--- src/tok_pkg.sv ---
// Shared types, token kind codes, character codes and classifiers for the tokenizer.
package tok_pkg;

  localparam int MAX_ITEMS = 3;

  typedef enum logic [3:0] {
    M_IDLE,
    M_INT,
    M_ID,
    M_STR,
    M_CHR,
    M_CHR_TAIL,
    M_OPEQ,
    M_HASH1,
    M_LINE,
    M_BLOCK,
    M_BLOCK_TAIL
  } mode_t;

  localparam logic [4:0] K_INT    = 5'd0;
  localparam logic [4:0] K_ID     = 5'd1;
  localparam logic [4:0] K_STR    = 5'd2;
  localparam logic [4:0] K_CHR    = 5'd3;
  localparam logic [4:0] K_PLUS   = 5'd4;
  localparam logic [4:0] K_MINUS  = 5'd5;
  localparam logic [4:0] K_STAR   = 5'd6;
  localparam logic [4:0] K_SLASH  = 5'd7;
  localparam logic [4:0] K_EQEQ   = 5'd8;
  localparam logic [4:0] K_GE     = 5'd9;
  localparam logic [4:0] K_LE     = 5'd10;
  localparam logic [4:0] K_ASSIGN = 5'd11;
  localparam logic [4:0] K_GT     = 5'd12;
  localparam logic [4:0] K_LT     = 5'd13;
  localparam logic [4:0] K_SEMI   = 5'd14;
  localparam logic [4:0] K_LPAREN = 5'd15;
  localparam logic [4:0] K_RPAREN = 5'd16;
  localparam logic [4:0] K_LBRACE = 5'd17;
  localparam logic [4:0] K_RBRACE = 5'd18;
  localparam logic [4:0] K_LBRACK = 5'd19;
  localparam logic [4:0] K_RBRACK = 5'd20;
  localparam logic [4:0] K_COMMA  = 5'd21;
  localparam logic [4:0] K_EOF    = 5'd22;
  localparam logic [4:0] K_BAD    = 5'd23;

  localparam logic [7:0] CH_NUL    = 8'h00;
  localparam logic [7:0] CH_LF     = 8'h0a;
  localparam logic [7:0] CH_SPACE  = 8'h20;
  localparam logic [7:0] CH_DQUOTE = 8'h22;
  localparam logic [7:0] CH_HASH   = 8'h23;
  localparam logic [7:0] CH_QUOTE  = 8'h27;
  localparam logic [7:0] CH_LT     = 8'h3c;
  localparam logic [7:0] CH_EQ     = 8'h3d;
  localparam logic [7:0] CH_GT     = 8'h3e;

  typedef struct packed {
    logic [4:0] kind;
    logic [7:0] text_byte;
    logic       has_text;
    logic       token_first;
    logic       token_last;
    logic       unterminated;
  } tok_item_t;

  function automatic logic is_digit(logic [7:0] c);
    return (c >= 8'h30) && (c <= 8'h39);
  endfunction

  function automatic logic is_alnum(logic [7:0] c);
    return is_digit(c) || ((c >= 8'h61) && (c <= 8'h7a)) || ((c >= 8'h41) && (c <= 8'h5a));
  endfunction

  function automatic logic [4:0] single_kind(logic [7:0] c);
    logic [4:0] k;
    unique case (c)
      8'h2b:   k = K_PLUS;
      8'h2d:   k = K_MINUS;
      8'h2a:   k = K_STAR;
      8'h2f:   k = K_SLASH;
      8'h3b:   k = K_SEMI;
      8'h28:   k = K_LPAREN;
      8'h29:   k = K_RPAREN;
      8'h7b:   k = K_LBRACE;
      8'h7d:   k = K_RBRACE;
      8'h5b:   k = K_LBRACK;
      8'h5d:   k = K_RBRACK;
      8'h2c:   k = K_COMMA;
      default: k = K_BAD;
    endcase
    return k;
  endfunction

  // Kind of a held relational or assignment character, alone or followed by '='.
  function automatic logic [4:0] op_kind(logic [7:0] c, logic two);
    logic [4:0] k;
    if (c == CH_GT) begin
      k = two ? K_GE : K_GT;
    end else if (c == CH_LT) begin
      k = two ? K_LE : K_LT;
    end else begin
      k = two ? K_EQEQ : K_ASSIGN;
    end
    return k;
  endfunction

  function automatic tok_item_t mk_item(logic [4:0] k, logic [7:0] ch, logic has,
                                        logic first, logic last, logic unterm);
    tok_item_t it;
    it.kind         = k;
    it.text_byte    = has ? ch : 8'h00;
    it.has_text     = has;
    it.token_first  = first;
    it.token_last   = last;
    it.unterminated = unterm;
    return it;
  endfunction

endpackage

--- src/tok_if.sv ---
// Valid/ready channel interfaces for source bytes and token items.
interface tok_in_if;
  logic       valid;
  logic       ready;
  logic [7:0] byte_value;
  logic       final_byte;

  modport source (output valid, output byte_value, output final_byte, input ready);
  modport sink (input valid, input byte_value, input final_byte, output ready);
endinterface

interface tok_out_if #(parameter int LINE_BITS = 20);
  logic                 valid;
  logic                 ready;
  logic [4:0]           kind;
  logic [7:0]           text_byte;
  logic                 has_text;
  logic                 token_first;
  logic                 token_last;
  logic [LINE_BITS-1:0] line_number;
  logic                 unterminated;
  logic                 run_last;

  modport source (output valid, output kind, output text_byte, output has_text,
                  output token_first, output token_last, output line_number,
                  output unterminated, output run_last, input ready);
  modport sink (input valid, input kind, input text_byte, input has_text,
                input token_first, input token_last, input line_number,
                input unterminated, input run_last, output ready);
endinterface

--- src/tok_front.sv ---
// Scanner front end: classifies each byte and produces the bundle of items it causes.
module tok_front #(
  parameter int LINE_BITS = 20
) (
  input  logic                                      clk,
  input  logic                                      rst_n,
  input  logic                                      in_fire,
  input  logic [7:0]                                byte_value,
  input  logic                                      final_byte,
  output logic                                      push,
  output logic [1:0]                                bundle_cnt,
  output tok_pkg::tok_item_t [tok_pkg::MAX_ITEMS-1:0] items,
  output logic [tok_pkg::MAX_ITEMS-1:0][LINE_BITS-1:0] lines
);

  localparam logic [LINE_BITS-1:0] LINE_ONE = LINE_BITS'(1);
  localparam logic [LINE_BITS-1:0] LINE_SAT = {LINE_BITS{1'b1}};

  tok_pkg::mode_t       mode_r, mode_nxt;
  logic [7:0]           hb_r, hb_nxt;
  logic                 hv_r, hv_nxt;
  logic [LINE_BITS-1:0] lc_r, lc_nxt;
  logic [LINE_BITS-1:0] tl_r, tl_nxt;
  logic                 topen_r, topen_nxt;
  logic                 tdone_r, tdone_nxt;

  always_comb begin : scan
    logic [7:0] c;
    logic       do_start;
    logic       do_finish;
    logic       open_f;
    logic       cont;
    logic [4:0] k;

    c          = byte_value;
    do_start   = 1'b0;
    do_finish  = 1'b0;
    open_f     = 1'b0;
    cont       = 1'b0;
    k          = tok_pkg::K_INT;
    mode_nxt   = mode_r;
    hb_nxt     = hb_r;
    hv_nxt     = hv_r;
    lc_nxt     = lc_r;
    tl_nxt     = tl_r;
    topen_nxt  = topen_r;
    tdone_nxt  = tdone_r;
    bundle_cnt = 2'd0;
    items      = '0;
    lines      = '0;

    if (tdone_r) begin
      // After an end-of-text byte everything up to the final byte is dropped.
      if (final_byte) begin
        tdone_nxt = 1'b0;
      end
    end else if (c == tok_pkg::CH_NUL) begin
      do_finish = 1'b1;
      tdone_nxt = ~final_byte;
    end else begin
      unique case (mode_r)
        tok_pkg::M_INT, tok_pkg::M_ID: begin
          k    = (mode_r == tok_pkg::M_INT) ? tok_pkg::K_INT : tok_pkg::K_ID;
          cont = (mode_r == tok_pkg::M_INT) ? tok_pkg::is_digit(c) : tok_pkg::is_alnum(c);
          items[bundle_cnt] = tok_pkg::mk_item(k, hb_r, 1'b1, ~topen_r, ~cont, 1'b0);
          lines[bundle_cnt] = tl_r;
          bundle_cnt        = bundle_cnt + 2'd1;
          if (cont) begin
            topen_nxt = 1'b1;
            hb_nxt    = c;
          end else begin
            do_start = 1'b1;
          end
        end
        tok_pkg::M_STR: begin
          if (c == tok_pkg::CH_DQUOTE) begin
            if (hv_r) begin
              items[bundle_cnt] = tok_pkg::mk_item(tok_pkg::K_STR, hb_r, 1'b1, ~topen_r,
                                                   1'b1, 1'b0);
            end else begin
              items[bundle_cnt] = tok_pkg::mk_item(tok_pkg::K_STR, 8'h00, 1'b0, 1'b1,
                                                   1'b1, 1'b0);
            end
            lines[bundle_cnt] = tl_r;
            bundle_cnt        = bundle_cnt + 2'd1;
            mode_nxt          = tok_pkg::M_IDLE;
            hv_nxt            = 1'b0;
            topen_nxt         = 1'b0;
          end else begin
            if (hv_r) begin
              items[bundle_cnt] = tok_pkg::mk_item(tok_pkg::K_STR, hb_r, 1'b1, ~topen_r,
                                                   1'b0, 1'b0);
              lines[bundle_cnt] = tl_r;
              bundle_cnt        = bundle_cnt + 2'd1;
              topen_nxt         = 1'b1;
            end
            hb_nxt = c;
            hv_nxt = 1'b1;
          end
        end
        tok_pkg::M_CHR: begin
          items[bundle_cnt] = tok_pkg::mk_item(tok_pkg::K_CHR, c, 1'b1, 1'b1, 1'b1, 1'b0);
          lines[bundle_cnt] = tl_r;
          bundle_cnt        = bundle_cnt + 2'd1;
          mode_nxt          = tok_pkg::M_CHR_TAIL;
        end
        tok_pkg::M_CHR_TAIL, tok_pkg::M_BLOCK_TAIL: begin
          mode_nxt = tok_pkg::M_IDLE;
        end
        tok_pkg::M_OPEQ: begin
          if (c == tok_pkg::CH_EQ) begin
            k = tok_pkg::op_kind(hb_r, 1'b1);
            items[bundle_cnt] = tok_pkg::mk_item(k, hb_r, 1'b1, 1'b1, 1'b0, 1'b0);
            lines[bundle_cnt] = tl_r;
            bundle_cnt        = bundle_cnt + 2'd1;
            items[bundle_cnt] = tok_pkg::mk_item(k, c, 1'b1, 1'b0, 1'b1, 1'b0);
            lines[bundle_cnt] = tl_r;
            bundle_cnt        = bundle_cnt + 2'd1;
            mode_nxt          = tok_pkg::M_IDLE;
            hv_nxt            = 1'b0;
          end else begin
            items[bundle_cnt] = tok_pkg::mk_item(tok_pkg::op_kind(hb_r, 1'b0), hb_r, 1'b1,
                                                 1'b1, 1'b1, 1'b0);
            lines[bundle_cnt] = tl_r;
            bundle_cnt        = bundle_cnt + 2'd1;
            do_start          = 1'b1;
          end
        end
        tok_pkg::M_HASH1: begin
          if (c == tok_pkg::CH_HASH) begin
            mode_nxt = tok_pkg::M_BLOCK;
          end else if (c == tok_pkg::CH_LF) begin
            if (lc_nxt != LINE_SAT) lc_nxt = lc_nxt + LINE_ONE;
            mode_nxt = tok_pkg::M_IDLE;
          end else begin
            mode_nxt = tok_pkg::M_LINE;
          end
        end
        tok_pkg::M_LINE: begin
          if (c == tok_pkg::CH_LF) begin
            if (lc_nxt != LINE_SAT) lc_nxt = lc_nxt + LINE_ONE;
            mode_nxt = tok_pkg::M_IDLE;
          end
        end
        tok_pkg::M_BLOCK: begin
          if (c == tok_pkg::CH_HASH) begin
            mode_nxt = tok_pkg::M_BLOCK_TAIL;
          end else if (c == tok_pkg::CH_LF) begin
            if (lc_nxt != LINE_SAT) lc_nxt = lc_nxt + LINE_ONE;
          end
        end
        default: begin
          do_start = 1'b1;
        end
      endcase

      // A byte ending a token or between tokens opens a new token, a comment, or nothing.
      if (do_start) begin
        mode_nxt  = tok_pkg::M_IDLE;
        hv_nxt    = 1'b0;
        topen_nxt = 1'b0;
        if (c == tok_pkg::CH_SPACE) begin
          mode_nxt = tok_pkg::M_IDLE;
        end else if (c == tok_pkg::CH_LF) begin
          if (lc_nxt != LINE_SAT) lc_nxt = lc_nxt + LINE_ONE;
        end else if (c == tok_pkg::CH_HASH) begin
          mode_nxt = tok_pkg::M_HASH1;
        end else begin
          tl_nxt = lc_nxt;
          if (tok_pkg::is_alnum(c)) begin
            hb_nxt   = c;
            hv_nxt   = 1'b1;
            mode_nxt = tok_pkg::is_digit(c) ? tok_pkg::M_INT : tok_pkg::M_ID;
          end else if (c == tok_pkg::CH_DQUOTE) begin
            mode_nxt = tok_pkg::M_STR;
          end else if (c == tok_pkg::CH_QUOTE) begin
            mode_nxt = tok_pkg::M_CHR;
          end else if ((c == tok_pkg::CH_EQ) || (c == tok_pkg::CH_GT) ||
                       (c == tok_pkg::CH_LT)) begin
            hb_nxt   = c;
            hv_nxt   = 1'b1;
            mode_nxt = tok_pkg::M_OPEQ;
          end else begin
            items[bundle_cnt] = tok_pkg::mk_item(tok_pkg::single_kind(c), c, 1'b1, 1'b1,
                                                 1'b1, 1'b0);
            lines[bundle_cnt] = tl_nxt;
            bundle_cnt        = bundle_cnt + 2'd1;
          end
        end
      end
      do_finish = final_byte;
    end

    // End of text: flush what is held, then the end-of-file item.
    if (do_finish) begin
      case (mode_nxt)
        tok_pkg::M_INT, tok_pkg::M_ID: begin
          k = (mode_nxt == tok_pkg::M_INT) ? tok_pkg::K_INT : tok_pkg::K_ID;
          items[bundle_cnt] = tok_pkg::mk_item(k, hb_nxt, 1'b1, ~topen_nxt, 1'b1, 1'b0);
          lines[bundle_cnt] = tl_nxt;
          bundle_cnt        = bundle_cnt + 2'd1;
        end
        tok_pkg::M_STR: begin
          if (hv_nxt) begin
            items[bundle_cnt] = tok_pkg::mk_item(tok_pkg::K_STR, hb_nxt, 1'b1, ~topen_nxt,
                                                 1'b1, 1'b0);
          end else begin
            items[bundle_cnt] = tok_pkg::mk_item(tok_pkg::K_STR, 8'h00, 1'b0, 1'b1, 1'b1,
                                                 1'b0);
          end
          lines[bundle_cnt] = tl_nxt;
          bundle_cnt        = bundle_cnt + 2'd1;
          open_f            = 1'b1;
        end
        tok_pkg::M_CHR: begin
          items[bundle_cnt] = tok_pkg::mk_item(tok_pkg::K_CHR, 8'h00, 1'b0, 1'b1, 1'b1, 1'b0);
          lines[bundle_cnt] = tl_nxt;
          bundle_cnt        = bundle_cnt + 2'd1;
          open_f            = 1'b1;
        end
        tok_pkg::M_CHR_TAIL, tok_pkg::M_BLOCK: begin
          open_f = 1'b1;
        end
        tok_pkg::M_OPEQ: begin
          items[bundle_cnt] = tok_pkg::mk_item(tok_pkg::op_kind(hb_nxt, 1'b0), hb_nxt, 1'b1,
                                               1'b1, 1'b1, 1'b0);
          lines[bundle_cnt] = tl_nxt;
          bundle_cnt        = bundle_cnt + 2'd1;
        end
        default: begin
          open_f = 1'b0;
        end
      endcase
      items[bundle_cnt] = tok_pkg::mk_item(tok_pkg::K_EOF, 8'h00, 1'b0, 1'b1, 1'b1, open_f);
      lines[bundle_cnt] = lc_nxt;
      bundle_cnt        = bundle_cnt + 2'd1;
      mode_nxt          = tok_pkg::M_IDLE;
      hb_nxt            = 8'h00;
      hv_nxt            = 1'b0;
      lc_nxt            = LINE_ONE;
      tl_nxt            = LINE_ONE;
      topen_nxt         = 1'b0;
    end
  end

  assign push = in_fire && (bundle_cnt != 2'd0);

  always_ff @(posedge clk) begin
    if (!rst_n) begin
      mode_r  <= tok_pkg::M_IDLE;
      hb_r    <= 8'h00;
      hv_r    <= 1'b0;
      lc_r    <= LINE_ONE;
      tl_r    <= LINE_ONE;
      topen_r <= 1'b0;
      tdone_r <= 1'b0;
    end else if (in_fire) begin
      mode_r  <= mode_nxt;
      hb_r    <= hb_nxt;
      hv_r    <= hv_nxt;
      lc_r    <= lc_nxt;
      tl_r    <= tl_nxt;
      topen_r <= topen_nxt;
      tdone_r <= tdone_nxt;
    end
  end

endmodule

--- src/tok_queue.sv ---
// Small register queue holding item bundles between the scanner and the output stage.
module tok_queue #(
  parameter int WIDTH = 8,
  parameter int DEPTH = 4
) (
  input  logic             clk,
  input  logic             rst_n,
  input  logic             push,
  input  logic [WIDTH-1:0] wdata,
  input  logic             pop,
  output logic             full,
  output logic             head_valid,
  output logic [WIDTH-1:0] head_data
);

  localparam int PW = (DEPTH > 1) ? $clog2(DEPTH) : 1;
  localparam int CW = $clog2(DEPTH + 1);
  localparam logic [PW-1:0] PTR_LAST = PW'(DEPTH - 1);
  localparam logic [CW-1:0] CNT_FULL = CW'(DEPTH);

  logic [WIDTH-1:0] store_r [DEPTH];
  logic [PW-1:0]    wr_ptr_r, rd_ptr_r;
  logic [CW-1:0]    count_r;

  assign full       = (count_r == CNT_FULL);
  assign head_valid = (count_r != '0);
  assign head_data  = store_r[rd_ptr_r];

  always_ff @(posedge clk) begin
    if (!rst_n) begin
      wr_ptr_r <= '0;
      rd_ptr_r <= '0;
      count_r  <= '0;
    end else begin
      if (push) begin
        wr_ptr_r <= (wr_ptr_r == PTR_LAST) ? '0 : wr_ptr_r + 1'b1;
      end
      if (pop) begin
        rd_ptr_r <= (rd_ptr_r == PTR_LAST) ? '0 : rd_ptr_r + 1'b1;
      end
      if (push && !pop) begin
        count_r <= count_r + 1'b1;
      end else if (pop && !push) begin
        count_r <= count_r - 1'b1;
      end
    end
  end

  always_ff @(posedge clk) begin
    if (push) begin
      store_r[wr_ptr_r] <= wdata;
    end
  end

endmodule

--- src/tok_back.sv ---
// Output stage: registered, sends bundle items one per cycle while the sink is ready.
module tok_back #(
  parameter int LINE_BITS = 20
) (
  input  logic                                         clk,
  input  logic                                         rst_n,
  input  logic                                         head_valid,
  input  logic [1:0]                                   head_cnt,
  input  tok_pkg::tok_item_t [tok_pkg::MAX_ITEMS-1:0]  head_items,
  input  logic [tok_pkg::MAX_ITEMS-1:0][LINE_BITS-1:0] head_lines,
  output logic                                         pop,
  tok_out_if.source                                    out_ch
);

  logic                 out_valid_r;
  logic [1:0]           idx_r;
  tok_pkg::tok_item_t   item_r;
  logic [LINE_BITS-1:0] line_r;
  logic                 run_last_r;
  logic                 load;
  logic                 last_sel;

  assign load     = head_valid && (!out_valid_r || out_ch.ready);
  assign last_sel = (idx_r == (head_cnt - 2'd1));
  assign pop      = load && last_sel;

  always_ff @(posedge clk) begin
    if (!rst_n) begin
      out_valid_r <= 1'b0;
      idx_r       <= 2'd0;
    end else begin
      if (load) begin
        out_valid_r <= 1'b1;
        idx_r       <= last_sel ? 2'd0 : idx_r + 2'd1;
      end else if (out_ch.ready) begin
        out_valid_r <= 1'b0;
      end
    end
  end

  always_ff @(posedge clk) begin
    if (load) begin
      item_r     <= head_items[idx_r];
      line_r     <= head_lines[idx_r];
      run_last_r <= last_sel;
    end
  end

  assign out_ch.valid        = out_valid_r;
  assign out_ch.kind         = item_r.kind;
  assign out_ch.text_byte    = item_r.text_byte;
  assign out_ch.has_text     = item_r.has_text;
  assign out_ch.token_first  = item_r.token_first;
  assign out_ch.token_last   = item_r.token_last;
  assign out_ch.line_number  = line_r;
  assign out_ch.unterminated = item_r.unterminated;
  assign out_ch.run_last     = run_last_r;

endmodule

--- src/source_text_tokenizer_top.sv ---
// Streaming tokenizer: scanner front end, bundle queue and item output stage.
// The first item caused by a byte passes through the queue and the output register.
// The scanner takes one byte per cycle while the queue has room; the output register
// sends one item per cycle while the receiver is ready, so a byte causing n items
// (n up to 3) holds the output until all are sent and the queue absorbs short bursts.
// Reset (synchronous, rst_n low): scanner idle at line 1, queue and output empty.
module source_text_tokenizer_top #(
  parameter int LINE_BITS   = 20,
  parameter int QUEUE_DEPTH = 4
) (
  input  logic      clk,
  input  logic      rst_n,
  tok_in_if.sink    in_ch,
  tok_out_if.source out_ch
);

  localparam int ITEM_W = $bits(tok_pkg::tok_item_t);
  localparam int QW     = 2 + tok_pkg::MAX_ITEMS * (ITEM_W + LINE_BITS);

  logic                                         in_fire;
  logic                                         f_push;
  logic [1:0]                                   f_cnt;
  tok_pkg::tok_item_t [tok_pkg::MAX_ITEMS-1:0]  f_items;
  logic [tok_pkg::MAX_ITEMS-1:0][LINE_BITS-1:0] f_lines;
  logic                                         q_full;
  logic                                         q_valid;
  logic                                         q_pop;
  logic [QW-1:0]                                q_wdata;
  logic [QW-1:0]                                q_rdata;
  logic [1:0]                                   h_cnt;
  tok_pkg::tok_item_t [tok_pkg::MAX_ITEMS-1:0]  h_items;
  logic [tok_pkg::MAX_ITEMS-1:0][LINE_BITS-1:0] h_lines;

  assign in_ch.ready = ~q_full;
  assign in_fire     = in_ch.valid && in_ch.ready;

  tok_front #(.LINE_BITS(LINE_BITS)) u_front (
    .clk        (clk),
    .rst_n      (rst_n),
    .in_fire    (in_fire),
    .byte_value (in_ch.byte_value),
    .final_byte (in_ch.final_byte),
    .push       (f_push),
    .bundle_cnt (f_cnt),
    .items      (f_items),
    .lines      (f_lines)
  );

  assign q_wdata = {f_cnt, f_items, f_lines};

  tok_queue #(.WIDTH(QW), .DEPTH(QUEUE_DEPTH)) u_queue (
    .clk        (clk),
    .rst_n      (rst_n),
    .push       (f_push),
    .wdata      (q_wdata),
    .pop        (q_pop),
    .full       (q_full),
    .head_valid (q_valid),
    .head_data  (q_rdata)
  );

  assign {h_cnt, h_items, h_lines} = q_rdata;

  tok_back #(.LINE_BITS(LINE_BITS)) u_back (
    .clk        (clk),
    .rst_n      (rst_n),
    .head_valid (q_valid),
    .head_cnt   (h_cnt),
    .head_items (h_items),
    .head_lines (h_lines),
    .pop        (q_pop),
    .out_ch     (out_ch)
  );

  // A queued bundle always holds at least one item.
  a_bundle_nonempty: assert property (@(posedge clk) disable iff (!rst_n)
    q_valid |-> (h_cnt != 2'd0))
    else $error("empty bundle at queue head");

  // The end-of-file item is a whole token with no text.
  a_eof_shape: assert property (@(posedge clk) disable iff (!rst_n)
    (out_ch.valid && (out_ch.kind == tok_pkg::K_EOF)) |->
      (out_ch.token_first && out_ch.token_last && !out_ch.has_text))
    else $error("malformed end-of-file item");

  // Only the end-of-file item reports an open construct.
  a_unterm_eof_only: assert property (@(posedge clk) disable iff (!rst_n)
    (out_ch.valid && out_ch.unterminated) |-> (out_ch.kind == tok_pkg::K_EOF))
    else $error("unterminated flag on a non end-of-file item");

  // Line numbers start at one and never wrap to zero.
  a_line_nonzero: assert property (@(posedge clk) disable iff (!rst_n)
    out_ch.valid |-> (out_ch.line_number != '0))
    else $error("line number zero");

endmodule
--- src/flat_wrapper.sv ---
// flat-port wrapper written by rule: the top's interface ports become plain ports
module source_text_tokenizer_top_flat 
#(
  parameter int LINE_BITS   = 20,
  parameter int QUEUE_DEPTH = 4
)
  (clk, rst_n, in_ch_valid, in_ch_byte_value, in_ch_final_byte, in_ch_ready, out_ch_valid, out_ch_kind, out_ch_text_byte, out_ch_has_text, out_ch_token_first, out_ch_token_last, out_ch_line_number, out_ch_unterminated, out_ch_run_last, out_ch_ready);
  tok_in_if in_ch_i ();
  tok_out_if #(.LINE_BITS(LINE_BITS)) out_ch_i ();
  input  logic clk;
  input  logic rst_n;
  input wire logic [$bits(in_ch_i.valid)-1:0] in_ch_valid;
  input wire logic [$bits(in_ch_i.byte_value)-1:0] in_ch_byte_value;
  input wire logic [$bits(in_ch_i.final_byte)-1:0] in_ch_final_byte;
  output wire logic [$bits(in_ch_i.ready)-1:0] in_ch_ready;
  output wire logic [$bits(out_ch_i.valid)-1:0] out_ch_valid;
  output wire logic [$bits(out_ch_i.kind)-1:0] out_ch_kind;
  output wire logic [$bits(out_ch_i.text_byte)-1:0] out_ch_text_byte;
  output wire logic [$bits(out_ch_i.has_text)-1:0] out_ch_has_text;
  output wire logic [$bits(out_ch_i.token_first)-1:0] out_ch_token_first;
  output wire logic [$bits(out_ch_i.token_last)-1:0] out_ch_token_last;
  output wire logic [$bits(out_ch_i.line_number)-1:0] out_ch_line_number;
  output wire logic [$bits(out_ch_i.unterminated)-1:0] out_ch_unterminated;
  output wire logic [$bits(out_ch_i.run_last)-1:0] out_ch_run_last;
  input wire logic [$bits(out_ch_i.ready)-1:0] out_ch_ready;
  assign in_ch_i.valid = in_ch_valid;
  assign in_ch_i.byte_value = in_ch_byte_value;
  assign in_ch_i.final_byte = in_ch_final_byte;
  assign in_ch_ready = in_ch_i.ready;
  assign out_ch_valid = out_ch_i.valid;
  assign out_ch_kind = out_ch_i.kind;
  assign out_ch_text_byte = out_ch_i.text_byte;
  assign out_ch_has_text = out_ch_i.has_text;
  assign out_ch_token_first = out_ch_i.token_first;
  assign out_ch_token_last = out_ch_i.token_last;
  assign out_ch_line_number = out_ch_i.line_number;
  assign out_ch_unterminated = out_ch_i.unterminated;
  assign out_ch_run_last = out_ch_i.run_last;
  assign out_ch_i.ready = out_ch_ready;
  source_text_tokenizer_top #(.LINE_BITS(LINE_BITS), .QUEUE_DEPTH(QUEUE_DEPTH)) u_core (.clk(clk), .rst_n(rst_n), .in_ch(in_ch_i), .out_ch(out_ch_i));
endmodule
--- config.mk ---
export PLATFORM = sky130hd
export DESIGN_NAME = source_text_tokenizer_top_flat
export DESIGN_NICKNAME = d
export VERILOG_FILES = /design/src/tok_pkg.sv /design/src/tok_if.sv /design/src/tok_front.sv /design/src/tok_queue.sv /design/src/tok_back.sv /design/src/source_text_tokenizer_top.sv /design/src/flat_wrapper.sv
export SDC_FILE = /design/constraint.sdc
export NUM_CORES = 1
export LEC_CHECK = 0
export BUFFER_PORTS_ARGS = -buffer_cell sky130_fd_sc_hd__buf_2
export CORE_ASPECT_RATIO = 1.1
export CORE_MARGIN = 2
export CORE_UTILIZATION = 35
export CTS_BUF_LIST = sky130_fd_sc_hd__clkbuf_4
export DETAILED_ROUTE_END_ITERATION = 10
export PLACE_DENSITY = 0.52
export SYNTH_ARGS = -nofsm -noshare
export SYNTH_HDL_FRONTEND = slang
export SYNTH_SLANG_ARGS = --single-unit
--- constraint.sdc ---
create_clock -name clk -period 9.1 [get_ports clk]
set_clock_uncertainty 0.1 [all_clocks]
set_input_delay 1.82 -clock clk [delete_from_list [all_inputs] [get_ports clk]]
set_output_delay 1.82 -clock clk [all_outputs]
set_load 0.005 [all_outputs]
# Yosys cells after proc, flatten, opt, wreduce, memory -nomap -nowiden

Memory sizes are Yosys's and may differ from the RTL's. A register that Yosys moved wholly into a read port is not among the register bits.
Index checks and enable logic that the tools add are counted.

Bits in latches: 0
Input bits: 13
RAM bits: 452
Output and inout bits: 40
Memories: 1
Register bits after elaboration: 103
Logic and storage cells: 347
ROM bits: 0

Reductions and logical operators: 34
Div/mod/pow operators: 0
Add/subtract/negate cells: 11
Magnitude comparators: 13
Equality and inequality tests: 47
Multiply operators: 0
Shifts and indexed selects: 0
Multiplexer cells: 210
Bitwise logic cells: 11

Memories:

| memory                 | words | width | rd ports | clocked after Yosys merged registers in | write ports | line            | text |
|---|---|---|---|---|---|---|---|
| u_core.u_queue.store_r | 4     | 113   | 1        | 1                                       | 1           | tok_queue.sv:21 | `logic [WIDTH-1:0] store_r [DEPTH];` |

Operators with widths:

| operator                                                              | count |
|---|---|
| 60-bit 2-to-1 mux                                                     | 13 |
| 51-bit 2-to-1 mux                                                     | 13 |
| 20-bit 2-to-1 mux                                                     | 31 |
| 51-bit bitwise mux                                                    | 5 |
| 17-bit 2-to-1 mux                                                     | 12 |
| 51-bit one-hot mux with 4 select lines                                | 1 |
| 60-bit bitwise mux                                                    | 3 |
| 8-bit by 6-bit equality test with 1-bit output, second input constant | 19 |
| 20-bit demux with 2-bit select                                        | 3 |
| 8-bit 2-to-1 mux                                                      | 13 |
| 17-bit demux with 2-bit select                                        | 3 |
| 20-bit one-hot mux with 2 select lines                                | 2 |
| 17-bit one-hot mux with 4 select lines                                | 1 |
| 5-bit 2-to-1 mux                                                      | 13 |
| 5-bit one-hot mux with 12 select lines                                | 1 |
| 2-bit 2-to-1 mux                                                      | 24 |
| 42-bit bitwise AND                                                    | 1 |
| 42-bit inverter                                                       | 1 |
| 20-bit by 1-bit adder with 20-bit output, second input constant       | 2 |
| 20-bit binary-select mux with 2-bit select                            | 1 |
| 1-bit 2-to-1 mux                                                      | 40 |
| 4-bit 2-to-1 mux                                                      | 10 |
| 20-bit inequality test, second input constant                         | 2 |
| 39-bit bitwise AND                                                    | 1 |
| other kinds (43)                                                      | 111 |

# Longest topological paths before layout

Gate-level depths: netlist of the first run.

Depth after elaboration: 30
Depth in mapped cells: 24
Gate-level depth less buffers: 22

# By module

Synthesis of the first run repeated with hierarchy kept, for this count alone.

Cell total of the unflattened synthesis: 2115
Area total of the unflattened synthesis: 27323.7 sq um

By module, submodules not included:

| module                    | sequential area each (sq um) | cells an instance | area an instance (sq um) | instances |
|---|---|---|---|---|
| tok_queue                 | 13753.2                      | 635               | 16787.4                  | 1 |
| tok_front                 | 1101.1                       | 1293              | 8431.8                   | 1 |
| tok_back                  | 1201.2                       | 185               | 2094.5                   | 1 |
| source_text_tokenizer_top | 0.0                          | 2                 | 10.0                     | 1 |

# Worst setup path before layout of the first run

No wires, ideal clock.

Path kind: input -> register
Start point: in in_ch_byte_value[0]
End point: mem u_core.u_queue.store_r[1][0] in the netlist's numbering, enable pin
Stages on the path: 16
Data required time: 8.515 ns
Path buffers: 3
Path slack: 0.713 ns
Setup time: 0.485 ns
Data arrival time: 7.802 ns
Cells stage by stage: clkbuf_1 -> or4_1 -> o31ai_1 -> a211o_1 -> nand2_1 -> a22oi_1 -> a31oi_1 -> a21boi_1 -> buf_2 -> a21oi_1 -> ha_1 -> nor2_1 -> a21o_1 -> o31a_1 -> clkbuf_1 -> and2_1

Longest elaborated chain between the ends: 25
Elaborated cells between the ends (all ways): 79
Those cells by class: add/sub (3); order compare (6); eq/ne (13); mux (46); reduce/logical (11)

RTL lines:

| element                                                                  | line                              | text |
|---|---|---|
| start: declaration                                                       | flat_wrapper.sv:13                | `input wire logic [$bits(in_ch_i.byte_value)-1:0] in_ch_byte_value;` |
| 8-bit by 6-bit equality test with 1-bit output, on equally long branches | n/a                               |  |
| 2-bit 2-to-1 mux / 1-bit 2-to-1 mux (equally long branches)              | tok_front.sv:111, tok_front.sv:76 |  |
| 2-bit one-hot mux with 3 select lines                                    | tok_front.sv:61                   | `unique case (mode_r)` |
| 2-bit 2-to-1 mux                                                         | tok_front.sv:57                   | `end else if (c == tok_pkg::CH_NUL) begin` |
| 2-bit 2-to-1 mux                                                         | tok_front.sv:52                   | `if (tdone_r) begin` |
| 2-bit by 1-bit adder with 2-bit output                                   | tok_front.sv:187                  | `bundle_cnt = bundle_cnt + 2'd1;` |
| 2-bit 2-to-1 mux                                                         | tok_front.sv:178                  | `end else if ((c == tok_pkg::CH_EQ) \|\| (c == tok_pkg::CH_GT) \|\|` |
| 2-bit 2-to-1 mux                                                         | tok_front.sv:176                  | `end else if (c == tok_pkg::CH_QUOTE) begin` |
| (+11 left out)                                                           | n/a                               |  |
| 2-bit by 1-bit adder with 2-bit output                                   | tok_front.sv:236                  | `bundle_cnt = bundle_cnt + 2'd1;` |
| 2-bit 2-to-1 mux *                                                       | tok_front.sv:195                  | `if (do_finish) begin` |
| net u_core.f_cnt[1]                                                      | source_text_tokenizer_top.sv:22   | `logic [1:0] f_cnt;` |
| 2-bit nonzero test *                                                     | tok_front.sv:246                  | `assign push = in_fire && (bundle_cnt != 2'd0);` |
| 1-bit logical AND *                                                      | tok_front.sv:246                  |  |
| net u_core.f_push                                                        | source_text_tokenizer_top.sv:21   | `logic f_push;` |
| 1-bit 2-to-1 mux *                                                       | tok_queue.sv:50                   | `if (push) begin` |
| 1-bit 2-to-1 mux (implied by the code) *                                 | tok_queue.sv:51                   | `store_r[wr_ptr_r] <= wdata;` |
| end: declaration                                                         | tok_queue.sv:21                   |  |

The timed path passes the listed nets; every way through them passes the cells marked *. The select of a mux whose other input is x is not followed.

# Worst setup path in the final report of the first run

Start point: in in_ch_byte_value[0]
End point: reg u_core.u_queue.count_r[2]

Longest elaborated chain between the ends: 26
Elaborated cells between the ends (all ways): 82
Those cells by class: add/sub (3); order compare (6); eq/ne (13); mux (45); reduce/logical (15)

RTL lines:

| element                                                                  | line                              | text |
|---|---|---|
| 8-bit by 6-bit equality test with 1-bit output, on equally long branches | n/a                               |  |
| 2-bit 2-to-1 mux / 1-bit 2-to-1 mux (equally long branches)              | tok_front.sv:111, tok_front.sv:76 |  |
| 2-bit one-hot mux with 3 select lines                                    | tok_front.sv:61                   |  |
| 2-bit 2-to-1 mux                                                         | tok_front.sv:57                   |  |
| 2-bit 2-to-1 mux                                                         | tok_front.sv:52                   |  |
| 2-bit by 1-bit adder with 2-bit output                                   | tok_front.sv:187                  |  |
| 2-bit 2-to-1 mux                                                         | tok_front.sv:178                  |  |
| 2-bit 2-to-1 mux                                                         | tok_front.sv:176                  |  |
| (+11 left out)                                                           | n/a                               |  |
| 2-bit by 1-bit adder with 2-bit output                                   | tok_front.sv:236                  |  |
| 2-bit 2-to-1 mux *                                                       | tok_front.sv:195                  |  |
| net u_core.f_cnt[1]                                                      | source_text_tokenizer_top.sv:22   |  |
| 2-bit nonzero test *                                                     | tok_front.sv:246                  |  |
| 1-bit logical AND *                                                      | tok_front.sv:246                  |  |
| 1-bit logical NOT                                                        | tok_queue.sv:43                   | `end else if (pop && !push) begin` |
| 1-bit logical AND                                                        | tok_queue.sv:43                   |  |
| 2-bit nonzero test (no source line)                                      | n/a                               |  |
| end signal: assignment                                                   | tok_queue.sv:42                   | `count_r <= count_r + 1'b1;` |
| end signal: assignment                                                   | tok_queue.sv:44                   | `count_r <= count_r - 1'b1;` |
| end: declaration                                                         | tok_queue.sv:23                   | `logic [CW-1:0] count_r;` |

Marked as above.
A chain may end at the register's enable or synchronous reset.

==> out/metrics.yaml, run 1 <==
floorplan:
  placementRows: 107
  core-area_um2: 77200
  die_w_um: 270
  die_area_um2: 80100
  io_pins: 53
  die_h_um: 297
  start_util_pct: 35.3
synth:
  synth_edf_count: 490
  ys_seq_area_share_pct: 58.9
  async_reset_ff_share_pct: 0
  syn_area_per_cell_um2: 12.7
  synth-seq-cells: 557
  synthCells: 2138
  synth_ff_type: "edfxtp_1"
  ys_warn_count: 0
  syn_area_um2: 27300
  syn_nets: 2170
  yosysUniqueCellTypes: 98
clock_tree:
  post_cts_resized: 0
  clock_sinks: 557
  clkLatencyLatePin_ns: 0.98
  h-tree-depth: 4
  post-cts-setup-buffers: 0
  cts_made_buffers: 145
  clock_path_buffers: 3
  hold_buffers: 0
  path_clk_slew_ns: 0.06
  cts_tree: "built"
  cts-root-buf: "clkbuf_4"
setup_path:
  cpMostUsedCell: "ha_1"
  cp.arrival_ns: 7.90
  worstPathCellList: "buf_2 -> or4_1 -> o221ai_2 -> nand2_1 -> o21ai_1 -> a22oi_1 -> a31oi_1 -> a21boi_1 -> a21oi_1 -> ha_1 -> nor2_1 -> a21o_1 -> o31a_1 -> ha_1 -> inv_1 -> fa_1 -> xor2_1 -> or3_1 -> a21boi_0"
  crit_slowest_cell: "a21boi_1"
  cp_data_required_time_ns: 9.85
  crit_type: "primary input to flip-flop"
  path_delay_family: "compound AO/OA/AOI/OAI gates"
  cp-end-kind: "flip-flop"
  crit_fanout: 27
  critPathBufInv: 2
  start_kind: "primary input"
  slowest_delay_ns: 0.81
placed_design:
  dpl_cell_area_um2: 28700
  portBuffers: 52
  place_congestion: 0.906
  dp.cells: 3118
  place_ws_ns: 1.19
  hpwl_um: 54700
status:
  outcome: "finished clean"
detailed_routing:
  drc_errors: 0
  first_pass_iters: 6
  initialDrtViolationCount: 1784
  wire_per_inst_um: 24.9
  avgViaCountPerCell: 5.82
  num_vias: 19600
  postRouteAntennaNets: 0
  wl_um: 83800
finish:
  mostFrequentLayoutCells: "edfxtp_1 (490), clkbuf_4 (207), nand2_1 (191), o21ai_0 (160), nor2_1 (119)"
  n_fill_cell: 7350
  drive_gt1_share_pct: 21.1
  design_area_um2: 30500
  syn2layout_area_growth_pct: 11.8
  layout_commonest_cell: "edfxtp_1"
  layout.cells.non_filler: 3362
  fin_util_pct: 39.5
  fin_nets: 2262
sta:
  tns_ns: 0
  final-max-slew-violation-count: 0
  hold_viol: 0
  timing.hold.ws_ns: 0.398
  fmax_mhz: 140
  period_needed_ns: 7.15
  setup_viol: 0
  period_share_pct: 78.6
  worst_pin_slew_ns: 1.16
  grt_setup_unrepaired: "no"
  setup_ws_ns: 1.95
  slew-limit-headroom_pct: 22.5
global_route:
  grt_pass1_wl_um: 125000
  grt_antenna_before_repair: 4
  grt_max_degree: 68
  grt_util_all_layers_pct: 20.8
  grt_pass1_vias: 19300
  overflow: 0
pwr:
  powerDensity_nw_per_um2: 237
  finalPower_mw: 7.23
  p_leak_nw: 10.2
  peakVddDrop_uv: 135
worst_hold_path:
  holdCritPathClass: "flip-flop to flip-flop"
run:
  maxCapViolCount: 0
[routing by layer]
metal / up-vias / wire length (um) / global-route usage (%)
met5: - / 0 / 0
met4: 0 / 2020 / 6.76
met3: 148 / 5780 / 4.75
met2: 896 / 38100 / 32.2
met1: 9887 / 37800 / 29.0
li1: 8635 / - / -
[layout make-up]
cell class	instances	area, um^2	share of cell area [%]
Clock buffer	207	1550	5.10
Sequential cell	557	16100	52.7
Clock inverter	34	228	0.747
Timing Repair Buffer	104	713	2.34
Multi-Input combinational cell	1389	10500	34.4
Antenna cell	3	7.51	0.0246
Inverter	33	124	0.406
Tap cell	1035	1290	4.25
[worst min-delay path, stage by stage, from the launching register on]
cell      delay, ns
dfxtp_1        0.33
nand2_1        0.05
a21boi_0       0.07
[sequential cells by signal, summed over array words and instances, names as in the netlist, 2 cells and up, named ones only]
| name | flops |
|---|---|
| u_core.u_back.idx_r | 2 |
| u_core.u_back.out_ch.kind | 5 |
| u_core.u_back.out_ch.line_number | 20 |
| u_core.u_back.out_ch.text_byte | 8 |
| u_core.u_front.hb_r | 8 |
| u_core.u_front.lc_r | 20 |
| u_core.u_front.mode_r | 4 |
| u_core.u_front.tl_r | 20 |
| u_core.u_queue.count_r | 3 |
| u_core.u_queue.rd_ptr_r | 2 |
| u_core.u_queue.store_r | 452 |
| u_core.u_queue.wr_ptr_r | 2 |
[cell families after synthesis]
| logic type | Yosys count | synth area share (%) |
|---|---|---|
| fa+ha+maj | 19 | 0.900 |
| compound gates | 564 | 13.6 |
| xor+xnor | 33 | 1.06 |
| buf+inv | 192 | 2.79 |
| flops | 557 | 58.9 |
| simple gates | 584 | 10.6 |
| mux | 189 | 12.2 |
[where the power goes]
group          internal [mW]  total [mW]  switching (mW)  leakage, nW
Combinational          0.665        1.73            1.07         4.03
Clock                   1.12        2.13            1.00         1.06
Sequential              3.25        3.37           0.125         5.12
Total                   5.04        7.23            2.20         10.2
[path summary, 6_finish.rpt]
| kind | startpoint | end | slack, ns | cells after the start |
|---|---|---|---|---|
| hold reg to reg | u_core.u_back.out_ch.valid$_SDFFE_PN0P_ | u_core.u_back.out_ch.valid$_SDFFE_PN0P_ | 0.40 | 2 |
| setup reg to reg | u_core.u_front.tdone_r$_SDFFE_PN0P_ | u_core.u_queue.count_r[2]$_SDFFE_PN0P_ | 2.75 | 19 |
| setup / recovery | in_ch_byte_value[0] | u_core.u_queue.count_r[2]$_SDFFE_PN0P_ | 1.95 | 19 |
| hold / removal | u_core.u_back.out_ch.valid$_SDFFE_PN0P_ | u_core.u_back.out_ch.valid$_SDFFE_PN0P_ | 0.40 | 2 |
[synth_stat cells, types with 30 or more instances]
cell        n  area (um^2)
edfxtp_1  490        14700
nand2_1   191          717
o21ai_0   161          806
clkbuf_1  124          465
nor2_1    121          454
a21oi_1   117          586
mux4_2    113         2540
mux2i_1    71          711
dfxtp_1    67         1340
nand3_1    55          275
nor3_1     46          230
a22oi_1    36          270
and2_1     35          219
inv_1      33          124
o22ai_1    30          188
Power figures use the tool's default switching activity.
==> inputs of run 2 (changes only) <==
==> constraint.sdc (replaced) <==
create_clock -name clk -period 7.06 [get_ports clk]
set_clock_uncertainty 0.1 [all_clocks]
set_input_delay 1.412 -clock clk [delete_from_list [all_inputs] [get_ports clk]]
set_output_delay 1.412 -clock clk [all_outputs]
set_load 0.005 [all_outputs]
==> run 2 against run 1 <==
Hold slack worse by 0.015 ns. Register-to-register slack worse by 1.4 ns. Non-clock buffer count is 42 higher. Worst setup slack worse by 0.74 ns. Die area stayed put. Final cell count is 1.6% higher. Highest routed layer unchanged.
==> out/metrics.yaml, run 2 (synthesis gave the netlist of run 1 again) <==
status:
  outcome: "finished clean"
clock_tree:
  path_clk_slew_ns: 0.06  # about the same
  post_cts_resized: 0  # unchanged
  cts_made_buffers: 144  # -0.69%
  clock_sinks: 557  # unchanged
  h-tree-depth: 4  # unchanged
  post-cts-setup-buffers: 0  # unchanged
  clock_path_buffers: 3  # unchanged
  clkLatencyLatePin_ns: 1.01  # +0.03 ns
  cts_tree: "built"
  hold_buffers: 0  # unchanged
  cts-root-buf: "clkbuf_4"
finish:
  layout_commonest_cell: "edfxtp_1"
  layout.cells.non_filler: 3416  # +1.6%
  seqCellArea_um2: 16100  # unchanged
  mostFrequentLayoutCells: "edfxtp_1 (490), clkbuf_4 (197), nand2_1 (191), o21ai_0 (160), nor2_1 (119)"
  fin_nets: 2303  # +1.8%
  n_fill_cell: 7348  # -0.027%
  drive_gt1_share_pct: 22.4  # +1.3 points
  regMostFlops: "u_core.u_queue.store_r"
  multi_input_area_um2: 10500  # about the same
  design_area_um2: 31000  # +1.7%
  largest_reg_flops: 452  # unchanged
  syn2layout_area_growth_pct: 13.7
run:
  maxCapViolCount: 0  # unchanged
detailed_routing:
  postRouteAntennaNets: 0  # unchanged
  wl_um: 83500  # -0.36%
  avgViaCountPerCell: 5.74  # -1.3%
  drc_errors: 0  # unchanged
  wire_per_inst_um: 24.4  # -1.9%
  first_pass_iters: 5  # -1
  initialDrtViolationCount: 1713  # -4.0%
  num_vias: 19600  # +0.26%
sta:
  fmax_mhz: 171
  period_needed_ns: 5.85
  tns_ns: 0  # unchanged
  slew-limit-headroom_pct: 17.3  # -5.2 points
  period_share_pct: 82.8
  final-max-slew-violation-count: 0  # unchanged
  worst_pin_slew_ns: 1.24  # +0.0795 ns
  setup_viol: 0  # unchanged
  grt_setup_unrepaired: "no"
  hold_viol: 0  # unchanged
worst_hold_path:
  holdCritPathClass: "flip-flop to flip-flop"
placed_design:
  place_congestion: 0.899  # -0.81%
  hpwl_um: 55900  # +2.2%
  dp.cells: 3160  # +1.3%
  portBuffers: 52  # unchanged
  dpl_cell_area_um2: 29100  # +1.5%
setup_path:
  crit_type: "primary input to flip-flop"
  cp_data_required_time_ns: 7.57  # -2.28 ns
  slowest_delay_ns: 0.92  # +0.11 ns
  start_kind: "primary input"
  worstPathCellList: "buf_2 -> or4_1 -> o221ai_2 -> nand2_1 -> o21ai_1 -> a22oi_1 -> a31oi_1 -> a21boi_1 -> xnor2_1 -> inv_1 -> ha_1 -> buf_4 -> nand2_1 -> nand3_1 -> o21ai_0"
  cp.arrival_ns: 6.36  # -1.54 ns
  cp-end-kind: "flip-flop"
  cpMostUsedCell: "nand2_1"
  crit_slowest_cell: "o21ai_0"
  crit_fanout: 23  # -15%
floorplan:
  core-area_um2: 77200  # unchanged
  die_w_um: 270  # unchanged
  placementRows: 107  # unchanged
  start_util_pct: 35.3  # unchanged
  die_area_um2: 80100  # unchanged
  io_pins: 53  # unchanged
  die_h_um: 297  # unchanged
global_route:
  grt_pass1_vias: 19300  # +0.21%
  grt_max_degree: 77  # +13%
  overflow: 0  # unchanged
  grt_pass1_wl_um: 125000  # +0.50%
  grt_antenna_before_repair: 2  # -2
  grt_util_all_layers_pct: 20.9  # +0.12 points
pwr:
  peakVddDrop_uv: 148  # +9.1%
  powerDensity_nw_per_um2: 303  # +28%
  finalPower_mw: 9.38  # +30%
  p_leak_nw: 10.5  # +2.6%
## run 2: changes by cell type in the layout (fill, tap and decap cells not counted), sizes merged
| cell | previous run | this run |
|---|---|---|
| bufinv | 3 | 4 |
| buf | 104 | 146 |
| clkinvlp | 3 | 4 |
| diode | 3 | 4 |
| clkinv | 26 | 45 |
| clkbuf | 207 | 197 |
## run 2: metrics by stage
stage | utilization [%] | worst slack (ns) | hold WS (ns)
6_report | 40.1 | 1.21 | 0.384
5_1_grt | 40.1 | 1.13 | 0.400
4_1_cts | 40.1 | 1.53 | 0.384
3_5_place_dp | 37.7 | 0.468 | 0.374
3_3_place_gp | 37.7 | 0.597 | 0.370
2_1_floorplan | - | 0.331 | 0.368
## run 2: layout make-up
cell class | count | area share [%]
flip-flops and latches | 557 | 51.8
multi-input cells | 1389 | 33.9
clock buffers | 197 | 4.77
well taps | 1035 | 4.18
repair buffers | 146 | 3.68
clock inverters | 55 | 1.20
inverters | 33 | 0.400
diodes | 4 | 0.0323
## run 2: routing by layer
layer / GRT usage [%] / wire (um) / up-vias
met3: 4.60 / 5770 / 161
li1: - / - / 8742
met4: 7.26 / 2200 / 0
met5: 0 / 0 / -
met2: 32.7 / 38100 / 823
met1: 28.9 / 37400 / 9891
## run 2: worst paths after layout
| kind | from | end | slack [ns] | cells past startpoint |
|---|---|---|---|---|
| worst max-delay path | in_ch_byte_value[3] | u_core.u_queue.store_r[0][16]$_DFFE_PP_ | 1.21 | 15 |
| worst min-delay path | u_core.u_back.out_ch.valid$_SDFFE_PN0P_ | u_core.u_back.out_ch.valid$_SDFFE_PN0P_ | 0.38 | 2 |
| worst max register to register | u_core.u_front.mode_r[1]$_SDFFE_PN0P_ | u_core.u_queue.store_r[0][16]$_DFFE_PP_ | 1.34 | 15 |
| worst min register to register | u_core.u_back.out_ch.valid$_SDFFE_PN0P_ | u_core.u_back.out_ch.valid$_SDFFE_PN0P_ | 0.38 | 2 |
## run 2: critical path: cells and delay by family
family          cells  cell delay [ns]
fa+ha+maj           1             0.28
xor+xnor            1             0.19
compound gates      6             2.73
buf+inv             3             0.53
simple gates        4             1.19
## run 2: power by group
part           total, mW  internal (mW)  switching, mW
clock               2.78           1.45           1.33
sequential          4.34           4.18          0.153
combinational       2.26          0.902           1.36
